$ cat config.mk
export PLATFORM = sky130hd
export DESIGN_NAME = adc_oversample_vref_scaler
export DESIGN_NICKNAME = d
export VERILOG_FILES = /design/src/rtl/core/avos_pkg.sv /design/src/rtl/core/avos_ram.sv /design/src/rtl/core/avos_div.sv /design/src/rtl/core/adc_oversample_vref_scaler.sv
export VERILOG_INCLUDE_DIRS = /design/src /design/src/rtl/core
export SDC_FILE = /design/constraint.sdc
export NUM_CORES = 2
export LEC_CHECK = 0
export ABC_AREA = 1
export BUFFER_PORTS_ARGS = -buffer_cell sky130_fd_sc_hd__buf_4
export CAP_MARGIN = 20
export CORE_AREA = 2 2 416 418
export DETAILED_ROUTE_END_ITERATION = 8
export DIE_AREA = 0 0 418 420
export PLACE_DENSITY = 0.72
export SYNTH_ARGS = -nofsm -noshare
export SYNTH_HDL_FRONTEND = slang
export SYNTH_HIERARCHICAL = 1
export SYNTH_SLANG_ARGS = --single-unit
$ cat constraint.sdc
create_clock -name clk -period 11.5 [get_ports clk]
set_clock_uncertainty 0.1 [all_clocks]
set_input_delay 1.15 -clock clk [delete_from_list [all_inputs] [get_ports clk]]
set_output_delay 1.15 -clock clk [all_outputs]
set_load 0.01 [all_outputs]
$ cat src/rtl/core/adc_oversample_vref_scaler_defines.svh
`ifndef ADC_OVERSAMPLE_VREF_SCALER_DEFINES_SVH
`define ADC_OVERSAMPLE_VREF_SCALER_DEFINES_SVH

// Assertion helpers. The including module must provide clk and rst.

// The consequence must hold in the same cycle as the antecedent.
`define AVOS_ASSERT_NOW(label, ante, cons, msg) \
  label: assert property (@(posedge clk) disable iff (rst) (ante) |-> (cons)) \
    else $error(msg);

// The consequence must hold in the cycle after the antecedent.
`define AVOS_ASSERT_NEXT(label, ante, cons, msg) \
  label: assert property (@(posedge clk) disable iff (rst) (ante) |=> (cons)) \
    else $error(msg);

`endif

$ cat src/rtl/core/avos_pkg.sv
package avos_pkg;

  localparam int SAMPLE_W    = 12;
  localparam int OUT_W       = 24;
  localparam int CHANNELS    = 9;
  localparam int MEAS_CH     = CHANNELS - 1;
  localparam int SUM_W       = 20;
  localparam int CNT_W       = 9;
  localparam int CAL_W       = 12;
  localparam int CFG_IDX_W   = 2;
  localparam int CFG_DATA_W  = 12;
  localparam int CH_IDX_W    = $clog2(CHANNELS);
  localparam int CH_CNT_W    = $clog2(CHANNELS + 1);
  localparam int MEAS_IDX_W  = $clog2(MEAS_CH);
  localparam int MAX_WINDOW  = 256;
  localparam int UV_PER_MV   = 1000;
  // cal_supply_mv * ref_cal_code * 1000 fits in 34 bits.
  localparam int NUM_W       = 34;
  localparam int HALF_W      = NUM_W / 2;
  localparam int PROD_W      = SUM_W + NUM_W;

  localparam logic [CFG_IDX_W-1:0] CFG_NUM_SAMPLES   = 2'd0;
  localparam logic [CFG_IDX_W-1:0] CFG_REF_CAL_CODE  = 2'd1;
  localparam logic [CFG_IDX_W-1:0] CFG_CAL_SUPPLY_MV = 2'd2;

  localparam logic [CNT_W-1:0] NUM_SAMPLES_RST   = 9'd16;
  localparam logic [CAL_W-1:0] REF_CAL_CODE_RST  = 12'd1655;
  localparam logic [CAL_W-1:0] CAL_SUPPLY_MV_RST = 12'd3000;

  typedef struct packed {
    logic [SAMPLE_W-1:0] sample_ch1;
    logic [SAMPLE_W-1:0] sample_ch2;
    logic [SAMPLE_W-1:0] sample_ch3;
    logic [SAMPLE_W-1:0] sample_ch4;
    logic [SAMPLE_W-1:0] sample_ch5;
    logic [SAMPLE_W-1:0] sample_ch6;
    logic [SAMPLE_W-1:0] sample_ch7;
    logic [SAMPLE_W-1:0] sample_ch8;
    logic [SAMPLE_W-1:0] sample_ref;
    logic                scan_ok;
  } scan_t;

  typedef struct packed {
    logic [OUT_W-1:0] volt_ch1_uv;
    logic [OUT_W-1:0] volt_ch2_uv;
    logic [OUT_W-1:0] volt_ch3_uv;
    logic [OUT_W-1:0] volt_ch4_uv;
    logic [OUT_W-1:0] volt_ch5_uv;
    logic [OUT_W-1:0] volt_ch6_uv;
    logic [OUT_W-1:0] volt_ch7_uv;
    logic [OUT_W-1:0] volt_ch8_uv;
    logic [OUT_W-1:0] supply_uv;
    logic             ref_zero_error;
  } result_t;

  typedef struct packed {
    logic busy;
    logic done;
  } div_stat_t;

  typedef enum logic [3:0] {
    ST_IDLE,
    ST_ACC,
    ST_AVG_RD,
    ST_AVG_GO,
    ST_AVG_WAIT,
    ST_REF_MUL,
    ST_REF_SCALE,
    ST_SUP_GO,
    ST_SUP_WAIT,
    ST_VOLT_RD,
    ST_MUL_LO,
    ST_MUL_HI,
    ST_VOLT_GO,
    ST_VOLT_WAIT,
    ST_DONE
  } state_t;

endpackage

$ cat src/rtl/core/avos_ram.sv
module avos_ram #(
  parameter int WIDTH = 20,
  parameter int DEPTH = 9
) (
  input  logic                     clk,
  input  logic                     we,
  input  logic [$clog2(DEPTH)-1:0] waddr,
  input  logic [WIDTH-1:0]         wdata,
  input  logic [$clog2(DEPTH)-1:0] raddr,
  output logic [WIDTH-1:0]         rdata
);

  logic [WIDTH-1:0] mem [DEPTH];

  always_ff @(posedge clk) begin
    if (we) begin
      mem[waddr] <= wdata;
    end
    rdata <= mem[raddr];
  end

endmodule

$ cat src/rtl/core/avos_div.sv
module avos_div #(
  parameter int DVD_W = 54,
  parameter int DVS_W = 36
) (
  input  logic                       clk,
  input  logic                       rst,
  input  logic                       start,
  input  logic [DVD_W-1:0]           dividend,
  input  logic [DVS_W-1:0]           divisor,
  output logic [avos_pkg::OUT_W-1:0] quotient,
  output avos_pkg::div_stat_t        stat
);

  import avos_pkg::*;

  localparam int CW     = (DVD_W > DVS_W + OUT_W) ? DVD_W : DVS_W + OUT_W;
  localparam int STEP_W = $clog2(OUT_W);

  logic [CW-1:0]     rem;
  logic [CW-1:0]     dsh;
  logic [STEP_W-1:0] step;
  logic              busy;
  logic              done;
  logic              sat;
  logic              ge;

  // The quotient overflows the output exactly when dividend >= divisor * 2^OUT_W,
  // which only needs the upper part of the dividend.
  assign sat = CW'(dividend[DVD_W-1:OUT_W]) >= CW'(divisor);
  assign ge  = rem >= dsh;

  always_ff @(posedge clk) begin
    if (rst) begin
      busy <= 1'b0;
      done <= 1'b0;
      step <= '0;
    end else begin
      done <= 1'b0;
      if (start) begin
        busy <= ~sat;
        done <= sat;
        step <= '0;
      end else if (busy) begin
        step <= step + 1'b1;
        if (step == STEP_W'(OUT_W - 1)) begin
          busy <= 1'b0;
          done <= 1'b1;
        end
      end
    end
  end

  // Restoring division, one quotient bit per cycle, most significant first.
  always_ff @(posedge clk) begin
    if (start) begin
      rem      <= CW'(dividend);
      dsh      <= CW'(divisor) << (OUT_W - 1);
      quotient <= sat ? '1 : '0;
    end else if (busy) begin
      if (ge) begin
        rem <= rem - dsh;
      end
      dsh      <= dsh >> 1;
      quotient <= {quotient[OUT_W-2:0], ge};
    end
  end

  assign stat.busy = busy;
  assign stat.done = done;

endmodule

$ cat src/rtl/core/adc_oversample_vref_scaler.sv
// Flow: a warm-up scan, or a skipped scan that closes no window, leaves the FSM idle;
// a summed scan makes 9 channel read-modify-writes on the sum memory. Closing a window
// adds up to 18 divisions on the shared divider, plus reads of the sum memory.
// A new scan is stalled until the last one is through; the result waits in an output
// register while the next scans are taken, and a later close waits until it is free.
// Reset: synchronous; sums read as zero, counters cleared, registers to defaults.
`include "adc_oversample_vref_scaler_defines.svh"

module adc_oversample_vref_scaler #(
  parameter int ADC_FULL_SCALE = 4095
) (
  input  logic                                clk,
  input  logic                                rst,
  input  logic                                scan_valid,
  output logic                                scan_stall,
  input  avos_pkg::scan_t                     scan,
  output logic                                result_valid,
  input  logic                                result_stall,
  output avos_pkg::result_t                   result,
  input  logic                                cfg_we,
  input  logic [avos_pkg::CFG_IDX_W-1:0]      cfg_idx,
  input  logic [avos_pkg::CFG_DATA_W-1:0]     cfg_data
);

  import avos_pkg::*;

  localparam int FS_W  = $clog2(ADC_FULL_SCALE + 1);
  localparam int DEN_W = SUM_W + FS_W;
  localparam int PPL_W = SUM_W + HALF_W;
  localparam int HI_W  = NUM_W - HALF_W;
  localparam int PPH_W = SUM_W + HI_W;

  state_t state;
  state_t state_next;

  logic [CNT_W-1:0]    num_samples;
  logic [CAL_W-1:0]    ref_cal_code;
  logic [CAL_W-1:0]    cal_supply_mv;
  logic [CNT_W-1:0]    n_eff;

  logic [CNT_W-1:0]    cnt;
  logic [CNT_W-1:0]    cnt_inc;
  logic                win_hit;
  logic                warm_done;
  logic                close_q;
  logic                scan_xfer;
  logic                out_free;

  logic [CH_CNT_W-1:0] idx;
  logic [CH_IDX_W-1:0] wb_idx;
  logic                wb_valid;
  logic [CHANNELS-1:0] valid_bits;
  logic                rd_ok;

  logic                ram_we;
  logic [CH_IDX_W-1:0] ram_waddr;
  logic [SUM_W-1:0]    ram_wdata;
  logic [CH_IDX_W-1:0] ram_raddr;
  logic [SUM_W-1:0]    ram_rdata;
  logic [SUM_W-1:0]    rdata_eff;
  logic [SUM_W:0]      acc_raw;
  logic [SUM_W-1:0]    acc_sum;

  scan_t               scan_q;
  logic [SAMPLE_W-1:0] samp [CHANNELS];

  logic                div_start;
  logic [PROD_W-1:0]   div_dvd;
  logic [DEN_W-1:0]    div_dvs;
  logic [OUT_W-1:0]    div_q;
  div_stat_t           div_stat;

  logic [SUM_W-1:0]    avg_ref;
  logic [SUM_W-1:0]    avg_q;
  logic [2*CAL_W-1:0]  cal_prod;
  logic [NUM_W-1:0]    num;
  logic [DEN_W-1:0]    den;
  logic [PPL_W-1:0]    pp_lo;
  logic [PPH_W-1:0]    pp_hi;
  logic [PROD_W-1:0]   prod_sum;

  logic [OUT_W-1:0]    volt_work [MEAS_CH];
  logic [OUT_W-1:0]    supply_work;
  logic                err_work;

  assign scan_stall = (state != ST_IDLE);
  assign scan_xfer  = scan_valid & ~scan_stall;
  assign out_free   = ~result_valid | ~result_stall;

  always_comb begin
    if (num_samples == '0) begin
      n_eff = CNT_W'(1);
    end else if (num_samples > CNT_W'(MAX_WINDOW)) begin
      n_eff = CNT_W'(MAX_WINDOW);
    end else begin
      n_eff = num_samples;
    end
  end

  assign cnt_inc = cnt + 1'b1;
  assign win_hit = cnt_inc >= n_eff;

  assign samp[0] = scan_q.sample_ch1;
  assign samp[1] = scan_q.sample_ch2;
  assign samp[2] = scan_q.sample_ch3;
  assign samp[3] = scan_q.sample_ch4;
  assign samp[4] = scan_q.sample_ch5;
  assign samp[5] = scan_q.sample_ch6;
  assign samp[6] = scan_q.sample_ch7;
  assign samp[7] = scan_q.sample_ch8;
  assign samp[8] = scan_q.sample_ref;

  // Entries never written since the last window close read as zero.
  assign rdata_eff = rd_ok ? ram_rdata : '0;
  assign acc_raw   = (SUM_W+1)'(rdata_eff) + (SUM_W+1)'(samp[wb_idx]);
  assign acc_sum   = acc_raw[SUM_W] ? '1 : acc_raw[SUM_W-1:0];
  assign prod_sum  = PROD_W'(pp_lo) + (PROD_W'(pp_hi) << HALF_W);

  always_ff @(posedge clk) begin
    if (rst) begin
      state <= ST_IDLE;
    end else begin
      state <= state_next;
    end
  end

  always_comb begin
    state_next = state;
    div_start  = 1'b0;
    ram_raddr  = '0;
    ram_we     = 1'b0;
    ram_waddr  = '0;
    ram_wdata  = '0;
    case (state)
      ST_IDLE: begin
        if (scan_xfer && warm_done) begin
          if (scan.scan_ok) begin
            state_next = ST_ACC;
          end else if (win_hit) begin
            state_next = ST_AVG_RD;
          end
        end
      end
      ST_ACC: begin
        // Read of entry k overlaps the write-back of entry k-1, so the two
        // accesses never meet on one entry.
        if (idx != CH_CNT_W'(CHANNELS)) begin
          ram_raddr = idx[CH_IDX_W-1:0];
        end
        if (wb_valid) begin
          ram_we    = 1'b1;
          ram_waddr = wb_idx;
          ram_wdata = acc_sum;
          if (idx == CH_CNT_W'(CHANNELS)) begin
            state_next = close_q ? ST_AVG_RD : ST_IDLE;
          end
        end
      end
      ST_AVG_RD: begin
        ram_raddr  = idx[CH_IDX_W-1:0];
        state_next = ST_AVG_GO;
      end
      ST_AVG_GO: begin
        div_start  = 1'b1;
        state_next = ST_AVG_WAIT;
      end
      ST_AVG_WAIT: begin
        if (div_stat.done) begin
          ram_we    = 1'b1;
          ram_waddr = idx[CH_IDX_W-1:0];
          ram_wdata = div_q[SUM_W-1:0];
          if (idx == CH_CNT_W'(CHANNELS - 1)) begin
            state_next = ST_REF_MUL;
          end else begin
            state_next = ST_AVG_RD;
          end
        end
      end
      ST_REF_MUL: begin
        state_next = ST_REF_SCALE;
      end
      ST_REF_SCALE: begin
        state_next = (avg_ref == '0) ? ST_DONE : ST_SUP_GO;
      end
      ST_SUP_GO: begin
        div_start  = 1'b1;
        state_next = ST_SUP_WAIT;
      end
      ST_SUP_WAIT: begin
        if (div_stat.done) begin
          state_next = ST_VOLT_RD;
        end
      end
      ST_VOLT_RD: begin
        ram_raddr  = idx[CH_IDX_W-1:0];
        state_next = ST_MUL_LO;
      end
      ST_MUL_LO: begin
        state_next = ST_MUL_HI;
      end
      ST_MUL_HI: begin
        state_next = ST_VOLT_GO;
      end
      ST_VOLT_GO: begin
        div_start  = 1'b1;
        state_next = ST_VOLT_WAIT;
      end
      ST_VOLT_WAIT: begin
        if (div_stat.done) begin
          if (idx == CH_CNT_W'(MEAS_CH - 1)) begin
            state_next = ST_DONE;
          end else begin
            state_next = ST_VOLT_RD;
          end
        end
      end
      ST_DONE: begin
        if (out_free) begin
          state_next = ST_IDLE;
        end
      end
      default: begin
        state_next = ST_IDLE;
      end
    endcase
  end

  always_comb begin
    case (state)
      ST_SUP_GO: begin
        div_dvd = PROD_W'(num);
        div_dvs = DEN_W'(avg_ref);
      end
      ST_VOLT_GO: begin
        div_dvd = prod_sum;
        div_dvs = den;
      end
      default: begin
        div_dvd = PROD_W'(rdata_eff);
        div_dvs = DEN_W'(n_eff);
      end
    endcase
  end

  // Control state.
  always_ff @(posedge clk) begin
    if (rst) begin
      num_samples   <= NUM_SAMPLES_RST;
      ref_cal_code  <= REF_CAL_CODE_RST;
      cal_supply_mv <= CAL_SUPPLY_MV_RST;
      cnt           <= '0;
      warm_done     <= 1'b0;
      close_q       <= 1'b0;
      idx           <= '0;
      wb_valid      <= 1'b0;
      valid_bits    <= '0;
      rd_ok         <= 1'b0;
      result_valid  <= 1'b0;
    end else begin
      if (cfg_we) begin
        case (cfg_idx)
          CFG_NUM_SAMPLES:   num_samples   <= cfg_data[CNT_W-1:0];
          CFG_REF_CAL_CODE:  ref_cal_code  <= cfg_data[CAL_W-1:0];
          CFG_CAL_SUPPLY_MV: cal_supply_mv <= cfg_data[CAL_W-1:0];
          default: ;
        endcase
      end

      rd_ok <= valid_bits[ram_raddr];
      if (ram_we) begin
        valid_bits[ram_waddr] <= 1'b1;
      end

      if (scan_xfer) begin
        idx      <= '0;
        wb_valid <= 1'b0;
        if (!warm_done) begin
          // Warm-up scans only advance the counter and, on the last one, end the warm-up.
          warm_done <= win_hit;
          cnt       <= win_hit ? '0 : cnt_inc;
        end else begin
          close_q <= win_hit;
          cnt     <= win_hit ? '0 : cnt_inc;
        end
      end

      case (state)
        ST_ACC: begin
          wb_valid <= (idx != CH_CNT_W'(CHANNELS));
          // The last write-back leaves the index at zero for the averaging pass.
          idx <= (idx != CH_CNT_W'(CHANNELS)) ? idx + 1'b1 : '0;
        end
        ST_AVG_WAIT: begin
          if (div_stat.done) begin
            idx <= (idx == CH_CNT_W'(CHANNELS - 1)) ? '0 : idx + 1'b1;
          end
        end
        ST_VOLT_WAIT: begin
          if (div_stat.done) begin
            idx <= idx + 1'b1;
          end
        end
        default: ;
      endcase

      if (state == ST_DONE && out_free) begin
        // Clearing the valid bits empties all sums for the next window.
        valid_bits   <= '0;
        result_valid <= 1'b1;
      end else if (result_valid && !result_stall) begin
        result_valid <= 1'b0;
      end
    end
  end

  // Datapath registers.
  always_ff @(posedge clk) begin
    if (scan_xfer) begin
      scan_q <= scan;
    end
    if (state == ST_ACC) begin
      wb_idx <= idx[CH_IDX_W-1:0];
    end
    case (state)
      ST_AVG_WAIT: begin
        if (div_stat.done && idx == CH_CNT_W'(CHANNELS - 1)) begin
          avg_ref <= div_q[SUM_W-1:0];
        end
      end
      ST_REF_MUL: begin
        cal_prod <= (2*CAL_W)'(cal_supply_mv) * (2*CAL_W)'(ref_cal_code);
        den      <= DEN_W'(avg_ref) * DEN_W'(ADC_FULL_SCALE);
      end
      ST_REF_SCALE: begin
        num <= NUM_W'(cal_prod) * NUM_W'(UV_PER_MV);
        if (avg_ref == '0) begin
          err_work    <= 1'b1;
          supply_work <= '0;
          for (int i = 0; i < MEAS_CH; i++) begin
            volt_work[i] <= '0;
          end
        end else begin
          err_work <= 1'b0;
        end
      end
      ST_SUP_WAIT: begin
        if (div_stat.done) begin
          supply_work <= div_q;
        end
      end
      ST_MUL_LO: begin
        avg_q <= rdata_eff;
        pp_lo <= PPL_W'(rdata_eff) * PPL_W'(num[HALF_W-1:0]);
      end
      ST_MUL_HI: begin
        pp_hi <= PPH_W'(avg_q) * PPH_W'(num[NUM_W-1:HALF_W]);
      end
      ST_VOLT_WAIT: begin
        if (div_stat.done) begin
          volt_work[idx[MEAS_IDX_W-1:0]] <= div_q;
        end
      end
      ST_DONE: begin
        if (out_free) begin
          result.volt_ch1_uv    <= volt_work[0];
          result.volt_ch2_uv    <= volt_work[1];
          result.volt_ch3_uv    <= volt_work[2];
          result.volt_ch4_uv    <= volt_work[3];
          result.volt_ch5_uv    <= volt_work[4];
          result.volt_ch6_uv    <= volt_work[5];
          result.volt_ch7_uv    <= volt_work[6];
          result.volt_ch8_uv    <= volt_work[7];
          result.supply_uv      <= supply_work;
          result.ref_zero_error <= err_work;
        end
      end
      default: ;
    endcase
  end

  avos_ram #(
    .WIDTH (SUM_W),
    .DEPTH (CHANNELS)
  ) u_sums (
    .clk   (clk),
    .we    (ram_we),
    .waddr (ram_waddr),
    .wdata (ram_wdata),
    .raddr (ram_raddr),
    .rdata (ram_rdata)
  );

  avos_div #(
    .DVD_W (PROD_W),
    .DVS_W (DEN_W)
  ) u_div (
    .clk      (clk),
    .rst      (rst),
    .start    (div_start),
    .dividend (div_dvd),
    .divisor  (div_dvs),
    .quotient (div_q),
    .stat     (div_stat)
  );

  `AVOS_ASSERT_NOW(a_div_start_idle, div_start, !div_stat.busy,
                   "divider started while busy")
  `AVOS_ASSERT_NOW(a_acc_no_overlap, (state == ST_ACC) && ram_we, ram_waddr != ram_raddr,
                   "sum write-back collides with sum read")
  `AVOS_ASSERT_NOW(a_result_after_warmup, $rose(result_valid), warm_done,
                   "result produced during warm-up")
  `AVOS_ASSERT_NEXT(a_sums_cleared, (state == ST_DONE) && out_free, valid_bits == '0,
                    "sums not cleared at window close")

endmodule

==> flow_summary.json <==
{
  "initial_core_util": 0.498,
  "drive_above_1_share": 0.0789,
  "finalNetCount": 11000,
  "setup_ws_ns": 4.10,
  "drtPass1Iterations": 6,
  "grt_overflow": 0,
  "critical_path.top_delay_family": "adder cells",
  "grt_pass1_vias": 65400,
  "post_cts_buffers": 0,
  "crit_start": "rd_ok$_SDFF_PP0_",
  "setup_viol": 0,
  "tritoncts": "done",
  "required_ns": 11.88,
  "synth_fp_nets": 10700,
  "crit_buf_inv": 5,
  "netlist_area_mm2": 0.0852,
  "maxCapViolCount": 0,
  "vias": 64900,
  "cp-end-kind": "register",
  "drtAntennaViolNets": 0,
  "ir_drop_uv": 434,
  "startpoint_type": "register",
  "root_buffer": "clkbuf_16",
  "hold_buffers": 0,
  "wl_per_cell_um": 22.0,
  "grt_first_pass_wirelength_mm": 392,
  "fp-row-count": 152,
  "p_leak_nw": 44.3,
  "clkPwrFrac": 0.269,
  "core_area_mm2": 0.171,
  "cp_common_cell": "nand2_1",
  "syn_to_final_growth_pct": 10.6,
  "status": "completed",
  "cts_resized": 0,
  "p_sw_frac": 0.379,
  "maxSlewHeadroom": 0.207,
  "dp_hpwl_mm": 202,
  "pre_cts_slack_ns": 4.16,
  "path_cells": "nand2_1, inv_1, nand2_1, fa_1, inv_1, fa_1, fa_1, fa_1, fa_1, inv_1, fa_1, inv_1, ha_1, nand2_1, nand2_1, a31oi_1, o21bai_1, inv_1, nor2_1, nor2_1, nand2_1, nand2_1, nand2_1",
  "clk_pin_slew_worst_paths_ns": 0.07,
  "cts_buffers": 117,
  "synthCells": 9210,
  "power.density_mw_per_mm2": 157,
  "worst_pin_slew_ns": 1.18,
  "place_area_mm2": 0.0901,
  "avgSynthCellArea_um2": 9.25,
  "worstPathArrival_ns": 7.78,
  "io_pins": 347,
  "hp-class": "reg -> reg",
  "reg2reg_slack_ns": 4.10,
  "globalplace.congestion": 0.984,
  "worstReg2RegStart": "rd_ok$_SDFF_PP0_",
  "drc_errors": 0,
  "grt_usage": 0.296,
  "grt_max_degree": 86,
  "vias_per_cell": 5.49,
  "fp.dieH_um": 420,
  "clk_latency_ns": 0.79,
  "antenna_found_initial": 9,
  "clkSinkCount": 1150,
  "cp_max_fo": 20,
  "p_total_mw": 14.8,
  "critical_path.slowest_cell": "dfxtp_1",
  "cts_buffer_depth": 3,
  "h-tree-depth": 3,
  "hp-start": "volt_work[6][2]$_SDFFCE_PN0P_",
  "max_stage_delay_ns": 0.93,
  "yosysWarnings": 6,
  "critical_path_class": "reg -> reg",
  "finalCriticalPeriod_ns": 7.40,
  "drt_wl_total_mm": 260,
  "design_area_mm2": 0.0942,
  "finalHoldViolCount": 0,
  "fin_setup_tns_ns": 0,
  "die_w_um": 418,
  "first_iter_violations": 6156,
  "fmax_mhz": 135,
  "comb_power_share": 0.385,
  "fin_util": 0.551,
  "p_seq_frac": 0.346,
  "fin_crit_sh": 0.644,
  "die_area_mm2": 0.176,
  "maxSlewViolCount": 0,
  "grt_setup_unrepaired": "no",
  "switchingPower_mw": 5.61,
  "intPower_mw": 9.19,
  "port_buffers": 346
}
## registers in the layout, summed over array words and instances, names as in the netlist, 5 cells and up
name            cells
u_sums/mem        180
result            217
avg_ref            20
u_div/rem          56
avg_q              20
pp_hi              37
u_sums/rdata       20
samp              108
u_div/quotient     24
volt_work         192
den                32
cnt                 9
num                31
cal_prod           24
supply_work        24
ref_cal_code       12
num_samples         9
u_div/dsh          55
pp_lo              34
valid_bits          9
u_div/step          5
cal_supply_mv      12
## worst paths after layout
kind	to	cells after the start
max reg2reg	pp_lo[35]$_DFFE_PP_	23
min reg2reg	result[51]$_DFFE_PP_	0
max	pp_lo[35]$_DFFE_PP_	23
min	result[51]$_DFFE_PP_	0
## layer usage
metal / up-vias / routed length [um] / global-route usage / part of all wire
met4: 8 / 13400 / 0.135 / 0.052
li1: 29600 / - / - / -
met1: 31900 / 106000 / 0.405 / 0.41
met2: 2826 / 118000 / 0.463 / 0.45
met5: - / 49 / 0 / 0.00019
met3: 539 / 22100 / 0.0517 / 0.085
## final cells by class
class / count / area [um2]
Inverter: 1834 / 6890
Fill cell: 15000 / 76700
Antenna cell: 4 / 10.0
Tap cell: 2233 / 2790
Multi-Input combinational cell: 5963 / 43900
Timing Repair Buffer: 422 / 3270
Sequential cell: 1150 / 33400
Clock inverter: 68 / 821
Clock buffer: 155 / 3180
## power groups by stage
stage | Combinational [mW] | Clock (mW) | Sequential (mW)
final | 5.69 | 3.98 | 5.13
after global routing | 6.37 | 4.17 | 5.15
after CTS | 5.64 | 4.01 | 5.13
after detailed placement | 5.60 | 0 | 5.21
after global placement | 5.55 | 0 | 5.21
after floorplan | 4.00 | 0 | 5.18
## worst register-to-register path: stages, from the launching register on
cell and delay, ns:
dfxtp_1 0.93, nand2_1 0.56, inv_1 0.58, nand2_1 0.16
fa_1 0.55, inv_1 0.05, fa_1 0.52, fa_1 0.45
fa_1 0.52, fa_1 0.57, inv_1 0.07, fa_1 0.59
inv_1 0.07, ha_1 0.37, nand2_1 0.09, nand2_1 0.07
a31oi_1 0.34, o21bai_1 0.10, inv_1 0.10, nor2_1 0.05
nor2_1 0.11, nand2_1 0.08, nand2_1 0.07, nand2_1 0.05
## cell usage in the layout, fill, tap and decap left out, types with 60 or more instances in the layout
cell type  instances
edfxtp_1        1034
nor2_1           850
xnor2_1           60
ha_1             543
o21ai_0          285
fa_1             797
dfxtp_1          116
xor2_1            97
clkinv_1          64
a21oi_1          333
nand3_1          389
nand2_1         2091
buf_4            410
inv_1           1760
nor3_1            69
clkbuf_16        118
## through the flow
| stage | std cells | hold slack [ns] |
|---|---|---|
| 3_3_place_gp | 11600 | 0.300 |
| 2_1_floorplan | 9210 | 0.300 |
| 4_1_cts | 11800 | 0.294 |
| 6_report | 11800 | 0.309 |
| 5_1_grt | 11800 | 0.300 |
| 3_5_place_dp | 11600 | 0.305 |
(Power assumes the default switching activity.)
